===== src/rtl/sbpp_pkg.sv =====
// Shared types and constants for the stripe/brick pattern pixel core.
// No dependencies; imported by rtl/stripe_brick_pattern_pixel_core.sv.
package sbpp_pkg;

   localparam int COORD_W    = 12;  // pixel coordinate port width
   localparam int CFG_W      = 12;  // offsets, line width, divisors
   localparam int COLOR_W    = 32;  // RGBA, one byte per channel
   localparam int CSR_IDX_W  = 3;
   localparam int CSR_DATA_W = 32;

   typedef enum logic [1:0] {
      MODE_PLAIN   = 2'd0,
      MODE_HSTRIPE = 2'd1,
      MODE_VSTRIPE = 2'd2,
      MODE_BRICK   = 2'd3
   } mode_type;

   typedef enum logic [CSR_IDX_W-1:0] {
      CSR_PATTERN_MODE     = 3'd0,
      CSR_OFFSET_X         = 3'd1,
      CSR_OFFSET_Y         = 3'd2,
      CSR_LINE_WIDTH       = 3'd3,
      CSR_PERIOD           = 3'd4,
      CSR_HALF_BRICK_WIDTH = 3'd5,
      CSR_FORE_COLOR       = 3'd6,
      CSR_BACK_COLOR       = 3'd7
   } csr_index_type;

endpackage


===== src/rtl/stripe_brick_pattern_pixel_core.sv =====
// Stripe/brick procedural test pattern core: pixel coordinate in, RGBA color out.
// Depends on rtl/sbpp_pkg.sv.
//
// One pixel is taken every clock while busy is low (busy is high only during
// reset). Each color appears on rsp_pixel_color for one cycle with rsp_strobe,
// after its coordinate has passed the input register, the divider stages and
// the color register. The divider stages are the two modulo units: each is a restoring
// divider with one quotient bit per pipeline stage over the COORD_BITS + 1
// bit coordinate sum. Results leave in input order and the receiver cannot
// stall them. Configuration writes take effect at once and are meant for
// times when no pixel is in flight.
module stripe_brick_pattern_pixel_core
   import sbpp_pkg::*;
#(
   parameter int COORD_BITS = 12
) (
   input  logic                  clock,
   input  logic                  reset,
   input  logic                  start,
   output logic                  busy,
   input  logic [COORD_W-1:0]    req_pixel_x,
   input  logic [COORD_W-1:0]    req_pixel_y,
   output logic                  rsp_strobe,
   output logic [COLOR_W-1:0]    rsp_pixel_color,
   input  logic                  csr_wr_en,
   input  logic [CSR_IDX_W-1:0]  csr_index,
   input  logic [CSR_DATA_W-1:0] csr_wdata
);

   localparam int SUM_W = COORD_BITS + 1;
   localparam int KEEP  = (COORD_BITS < COORD_W) ? COORD_BITS : COORD_W;
   localparam logic [COORD_W-1:0] CMASK = COORD_W'((33'(1) << KEEP) - 33'(1));
   localparam int LAT   = SUM_W + 2;

   // ---------------------------------------------------------------- registers
   mode_type             mode_ff, mode_in;
   logic [CFG_W-1:0]     offset_x_ff, offset_x_in;
   logic [CFG_W-1:0]     offset_y_ff, offset_y_in;
   logic [CFG_W-1:0]     line_width_ff, line_width_in;
   logic [CFG_W-1:0]     period_ff, period_in;
   logic [CFG_W-1:0]     half_brick_ff, half_brick_in;
   logic [COLOR_W-1:0]   fore_color_ff, fore_color_in;
   logic [COLOR_W-1:0]   back_color_ff, back_color_in;
   logic [CFG_W-1:0]     wdata12;

   assign wdata12 = csr_wdata[CFG_W-1:0];

   always_comb begin
      mode_in       = mode_ff;
      offset_x_in   = offset_x_ff;
      offset_y_in   = offset_y_ff;
      line_width_in = line_width_ff;
      period_in     = period_ff;
      half_brick_in = half_brick_ff;
      fore_color_in = fore_color_ff;
      back_color_in = back_color_ff;
      if (csr_wr_en) begin
         unique case (csr_index_type'(csr_index))
            CSR_PATTERN_MODE:     mode_in       = mode_type'(csr_wdata[1:0]);
            CSR_OFFSET_X:         offset_x_in   = wdata12;
            CSR_OFFSET_Y:         offset_y_in   = wdata12;
            CSR_LINE_WIDTH:       line_width_in = wdata12;
            // floor divisors at one
            CSR_PERIOD:           period_in     = (wdata12 == '0) ? CFG_W'(1) : wdata12;
            CSR_HALF_BRICK_WIDTH: half_brick_in = (wdata12 == '0) ? CFG_W'(1) : wdata12;
            CSR_FORE_COLOR:       fore_color_in = csr_wdata;
            CSR_BACK_COLOR:       back_color_in = csr_wdata;
            default:              mode_in       = mode_ff;
         endcase
      end
   end

   always_ff @(posedge clock) begin
      if (reset) begin
         mode_ff       <= MODE_PLAIN;
         offset_x_ff   <= '0;
         offset_y_ff   <= '0;
         line_width_ff <= CFG_W'(1);
         period_ff     <= CFG_W'(8);
         half_brick_ff <= CFG_W'(8);
         fore_color_ff <= '1;
         back_color_ff <= '0;
      end else begin
         mode_ff       <= mode_in;
         offset_x_ff   <= offset_x_in;
         offset_y_ff   <= offset_y_in;
         line_width_ff <= line_width_in;
         period_ff     <= period_in;
         half_brick_ff <= half_brick_in;
         fore_color_ff <= fore_color_in;
         back_color_ff <= back_color_in;
      end
   end

   // ---------------------------------------------------------- stage 0: sums
   logic             accept;
   logic [SUM_W-1:0] xsum_in, ysum_in;

   assign busy   = reset;
   assign accept = start & ~busy;

   assign xsum_in = SUM_W'(req_pixel_x & CMASK) + SUM_W'(offset_x_ff & CMASK);
   assign ysum_in = SUM_W'(req_pixel_y & CMASK) + SUM_W'(offset_y_ff & CMASK);

   // divider A: row (or column in vertical stripes) by period
   // divider B: column by half brick width
   logic             vld_ff  [0:SUM_W];
   logic [SUM_W-1:0] dva_ff  [0:SUM_W];
   logic [SUM_W-1:0] dvb_ff  [0:SUM_W];
   logic [CFG_W-1:0] rema_ff [1:SUM_W];
   logic [CFG_W-1:0] remb_ff [1:SUM_W];
   logic             qa_ff   [1:SUM_W];
   logic             qb_ff   [1:SUM_W];

   always_ff @(posedge clock) begin
      if (reset) begin
         vld_ff[0] <= 1'b0;
      end else begin
         vld_ff[0] <= accept;
      end
      dva_ff[0] <= (mode_ff == MODE_VSTRIPE) ? xsum_in : ysum_in;
      dvb_ff[0] <= xsum_in;
   end

   // ------------------------------------------- stages 1..SUM_W: one bit each
   for (genvar k = 0; k < SUM_W; k++) begin : g_div
      localparam int BIT = SUM_W - 1 - k;
      logic [CFG_W-1:0] prev_a, prev_b;
      logic [CFG_W:0]   trial_a, trial_b;
      logic [CFG_W+1:0] diff_a, diff_b;
      logic [CFG_W-1:0] rema_in, remb_in;

      if (k == 0) begin : g_first
         assign prev_a = '0;
         assign prev_b = '0;
      end else begin : g_next
         assign prev_a = rema_ff[k];
         assign prev_b = remb_ff[k];
      end

      always_comb begin
         trial_a = {prev_a, dva_ff[k][BIT]};
         trial_b = {prev_b, dvb_ff[k][BIT]};
         diff_a  = {1'b0, trial_a} - {2'b00, period_ff};
         diff_b  = {1'b0, trial_b} - {2'b00, half_brick_ff};
         // keep the trial on borrow, else take the difference
         rema_in = diff_a[CFG_W+1] ? trial_a[CFG_W-1:0] : diff_a[CFG_W-1:0];
         remb_in = diff_b[CFG_W+1] ? trial_b[CFG_W-1:0] : diff_b[CFG_W-1:0];
      end

      always_ff @(posedge clock) begin
         if (reset) begin
            vld_ff[k+1] <= 1'b0;
         end else begin
            vld_ff[k+1] <= vld_ff[k];
         end
         dva_ff[k+1]  <= dva_ff[k];
         dvb_ff[k+1]  <= dvb_ff[k];
         rema_ff[k+1] <= rema_in;
         remb_ff[k+1] <= remb_in;
         qa_ff[k+1]   <= ~diff_a[CFG_W+1];
         qb_ff[k+1]   <= ~diff_b[CFG_W+1];
      end
   end

   // ------------------------------------------------ final stage: pick color
   logic               rsp_strobe_ff;
   logic [COLOR_W-1:0] color_ff, color_in;
   logic               row_line, col_line;

   assign row_line = rema_ff[SUM_W] < line_width_ff;
   // quotient parity is the last quotient bit
   assign col_line = (qa_ff[SUM_W] == qb_ff[SUM_W]) && (remb_ff[SUM_W] < line_width_ff);

   always_comb begin
      unique case (mode_ff)
         MODE_PLAIN:   color_in = fore_color_ff;
         MODE_HSTRIPE,
         MODE_VSTRIPE: color_in = row_line ? fore_color_ff : back_color_ff;
         MODE_BRICK:   color_in = (row_line || col_line) ? fore_color_ff : back_color_ff;
         default:      color_in = fore_color_ff;
      endcase
   end

   always_ff @(posedge clock) begin
      if (reset) begin
         rsp_strobe_ff <= 1'b0;
      end else begin
         rsp_strobe_ff <= vld_ff[SUM_W];
      end
      color_ff <= color_in;
   end

   assign rsp_strobe      = rsp_strobe_ff;
   assign rsp_pixel_color = color_ff;

`ifndef SYNTH
   a_latency: assert property (@(posedge clock) disable iff (reset)
      rsp_strobe == $past(start && !busy, LAT))
      else $error("result strobe does not follow transaction latency");

   a_div_latency: assert property (@(posedge clock) disable iff (reset)
      vld_ff[SUM_W] == $past(start && !busy, SUM_W + 1))
      else $error("divider valid out of step with accepted transactions");

   a_reset_flush: assert property (@(posedge clock)
      reset |=> !rsp_strobe && !vld_ff[0] && !vld_ff[SUM_W])
      else $error("pipeline not flushed by reset");
`endif

endmodule

===== config.mk =====
export PLATFORM = sky130hd
export DESIGN_NAME = stripe_brick_pattern_pixel_core
export DESIGN_NICKNAME = d
export VERILOG_FILES = /design/src/rtl/sbpp_pkg.sv /design/src/rtl/stripe_brick_pattern_pixel_core.sv
export SDC_FILE = /design/constraint.sdc
export NUM_CORES = 2
export LEC_CHECK = 0
export ABC_AREA = 0
export BUFFER_PORTS_ARGS = -buffer_cell sky130_fd_sc_hd__buf_2
export CORE_MARGIN = 2
export CORE_UTILIZATION = 50
export CTS_CLUSTER_DIAMETER = 100
export CTS_CLUSTER_SIZE = 28
export DETAILED_ROUTE_END_ITERATION = 7
export PLACE_DENSITY = 0.75
export SLEW_MARGIN = 10
export SYNTH_ARGS = -nofsm -noshare
export SYNTH_HDL_FRONTEND = slang
export SYNTH_SLANG_ARGS = --single-unit

===== constraint.sdc =====
create_clock -name clock -period 4.6 [get_ports clock]
set_input_delay 0.23 -clock clock [delete_from_list [all_inputs] [get_ports clock]]
set_output_delay 0.23 -clock clock [all_outputs]
set_load 0.02 [all_outputs]

==> flow_summary.json <==
{
  "crit_path_start": "half_brick_ff[0]",
  "fin_nets": 3933,
  "start_util_pct": 50.5,
  "hp-class": "primary input to register",
  "syn_inst": 3405,
  "synthArstFlopShare_pct": 0,
  "rsz0062_at_grt": "false",
  "syn_area_mm2": 0.0338,
  "postPlaceCellArea_mm2": 0.0352,
  "num_rows": 95,
  "drt-initial-drc-count": 1281,
  "skew_ps": 29.2,
  "drv_cap": 0,
  "place.gp.congestion": 0.872,
  "ctsResizeCount": 0,
  "final_layout_size_suffix_gt1_share_pct": 11.8,
  "total_power_mw": 23.8,
  "avgSynthCellArea_um2": 9.94,
  "timing_hold_violations_final": 0,
  "tns_ps": 0,
  "hold_ws_ps": 17.9,
  "grt_use_total_pct": 20.6,
  "post-route-util_pct": 54.2,
  "cts.path.max_buffers": 3,
  "cp.arrival_ps": 3990,
  "htreeDepth": 1,
  "fmax_ghz": 0.287,
  "die_x_um": 264,
  "crit_path_top_delay_cell": "dfxtp_1",
  "fill_cells": 5911,
  "vias": 24600,
  "antenna_left": 0,
  "dr.pass1.iters": 5,
  "peakVddDrop_mv": 0.485,
  "cts_buffers": 29,
  "dp_cells": 4312,
  "clk_pin_slew_ps": 110,
  "vias_per_cell": 5.61,
  "grt_max_degree": 80,
  "drc": 0,
  "end_kind": "register",
  "wire_per_inst_um": 16.8,
  "ys_seq_area_share_pct": 39.6,
  "synth_ff_type": "dfxtp_1",
  "cts_hold_buf": 33,
  "worstSetupPathType": "register to register",
  "fin_ws_ps": 1120,
  "max_slew_margin_pct": 22.2,
  "yosys_warnings": 0,
  "final_cell_area_mm2": 0.0363,
  "tightest_slew_ps": 1170,
  "postCtsSetupBuffers": 0,
  "synth_edf_count": 0,
  "cts_tree": "built",
  "p_per_area_mw_per_mm2": 654,
  "worst_skew_pair.late_latency_ps": 630,
  "path_cells": "ha_1 > nor2b_4 > o31a_1 > o41ai_2 > o21ai_2 > a41oi_2 > mux2_2",
  "synth-seq-cells": 669,
  "cp-start-kind": "register",
  "die_area_mm2": 0.0698,
  "die_h_um": 264,
  "post-place-ws_ps": 1200,
  "cpPeakStageDelay_ps": 850,
  "synthToLayoutAreaGrowth_pct": 7.37,
  "required_ps": 5110,
  "coreArea_mm2": 0.0670,
  "portBuffers": 96,
  "critical-path-top-delay-family": "compound AO/OA/AOI/OAI gates",
  "grt_overflow": 0,
  "grt_pass1_vias": 23400,
  "worstHoldStart": "csr_wdata[11]",
  "antenna_found_initial": 1,
  "grt_pass1_wl_um": 119000,
  "rr_startpoint": "half_brick_ff[0]",
  "finalCritPeriodShare_pct": 75.7,
  "pin_count": 97,
  "crit_fanout": 14,
  "status": "completed",
  "path_buf_inv": 0,
  "root_buffer": "clkbuf_16",
  "p_leak_nw": 14.8,
  "routed_wl_um": 73700,
  "synth_cell_types": 68,
  "dp_hpwl_um": 52700,
  "cts.sinks": 669,
  "final-setup-viol-count": 0,
  "slew_violations": 0,
  "final_cells": 4381,
  "post-route-min-period_ps": 3480,
  "diodes": 0
}
-- cell families after synthesis --
| logic type | synth area share (%) |
|---|---|
| flip-flops | 39.6 |
| buffers and inverters | 2.98 |
| other | 0.0111 |
| AO/OA/AOI/OAI | 19.0 |
| XOR/XNOR | 4.24 |
| multiplexers | 8.64 |
| AND/OR/NAND/NOR | 11.4 |
| adder cells (fa/ha/maj) | 14.1 |
-- cells in the final DEF (no fill, tap or decap), types with 45 or more instances in the layout --
master | synthesis | final
mux2i_1 | 53 | 53
o21a_1 | 102 | 102
dfxtp_1 | 669 | 669
a22o_1 | 51 | 51
nor2b_1 | 116 | 116
a21o_1 | 45 | 45
mux2_2 | 119 | 119
xnor2_1 | 132 | 132
a21oi_1 | 227 | 227
buf_2 | 10 | 95
o21ai_0 | 141 | 141
nor2_1 | 193 | 191
nand2_1 | 296 | 296
ha_1 | 341 | 341
mux2_4 | 56 | 56
a211o_1 | 55 | 55
inv_1 | 124 | 124
o31a_1 | 57 | 57
-- area by class of cell --
| type | count | area [um^2] | area share, % |
|---|---|---|---|
| clock buffers | 30 | 739 | 2.03 |
| well taps | 873 | 1090 | 3.01 |
| clock inverters | 6 | 92.6 | 0.255 |
| inverters | 124 | 465 | 1.28 |
| repair buffers | 160 | 1050 | 2.88 |
| flip-flops and latches | 669 | 13400 | 36.8 |
| multi-input cells | 2519 | 19500 | 53.7 |
-- final timing paths --
kind	endpoint	slack, ps	cells past startpoint
worst max-delay path	remb_ff[0][146]	1120	7
worst max register to register	remb_ff[0][146]	1120	7
worst min register to register	dvb_ff[0][26]	320	0
worst min-delay path	period_ff[11]	20	3
-- power by group --
part / leakage (nW) / total, mW / internal [mW] / switching, mW
Combinational: 8.78 / 12.4 / 6.37 / 6.04
Clock: 0.408 / 3.03 / 1.20 / 1.83
Sequential: 5.59 / 8.32 / 7.42 / 0.899
-- cells in the mapped netlist (all sizes together) (56+ instances only) --
cell type	count	area [um^2]
dfxtp	669	13400
ha	341	4270
nand2	296	1110
a21oi	227	1140
mux2	194	2390
nor2	193	724
o21ai	154	808
xnor2	132	1160
inv	124	465
nor2b	124	836
o21a	102	766
o31a	57	499
clkbuf	56	220
-- layer usage --
| layer | wire length (um) | global-route usage [%] | part of all wire (%) |
|---|---|---|---|
| met1 | 35500 | 28.3 | 48 |
| met2 | 32300 | 33.6 | 44 |
| met3 | 3580 | 2.79 | 4.9 |
| met4 | 2280 | 6.00 | 3.1 |
| met5 | 13 | 0 | 0.018 |
-- worst min-delay path, cell delays in order --
cell and delay, ps:
buf_2 220, nand2_1 100, a21oi_1 50
-- sequential cells by signal (all words and copies together), names as in the netlist --
signal and count:
qb_ff 1, offset_x_ff 12, rsp_pixel_color 32, rema_ff 156
half_brick_ff 12, dvb_ff 91, period_ff 12, dva_ff 91
back_color_ff 32, qa_ff 1, remb_ff 156, fore_color_ff 32
offset_y_ff 12, rsp_strobe 1, mode_ff 2, vld_ff 14
line_width_ff 12
No activity file was read; power rests on OpenSTA's default activity.
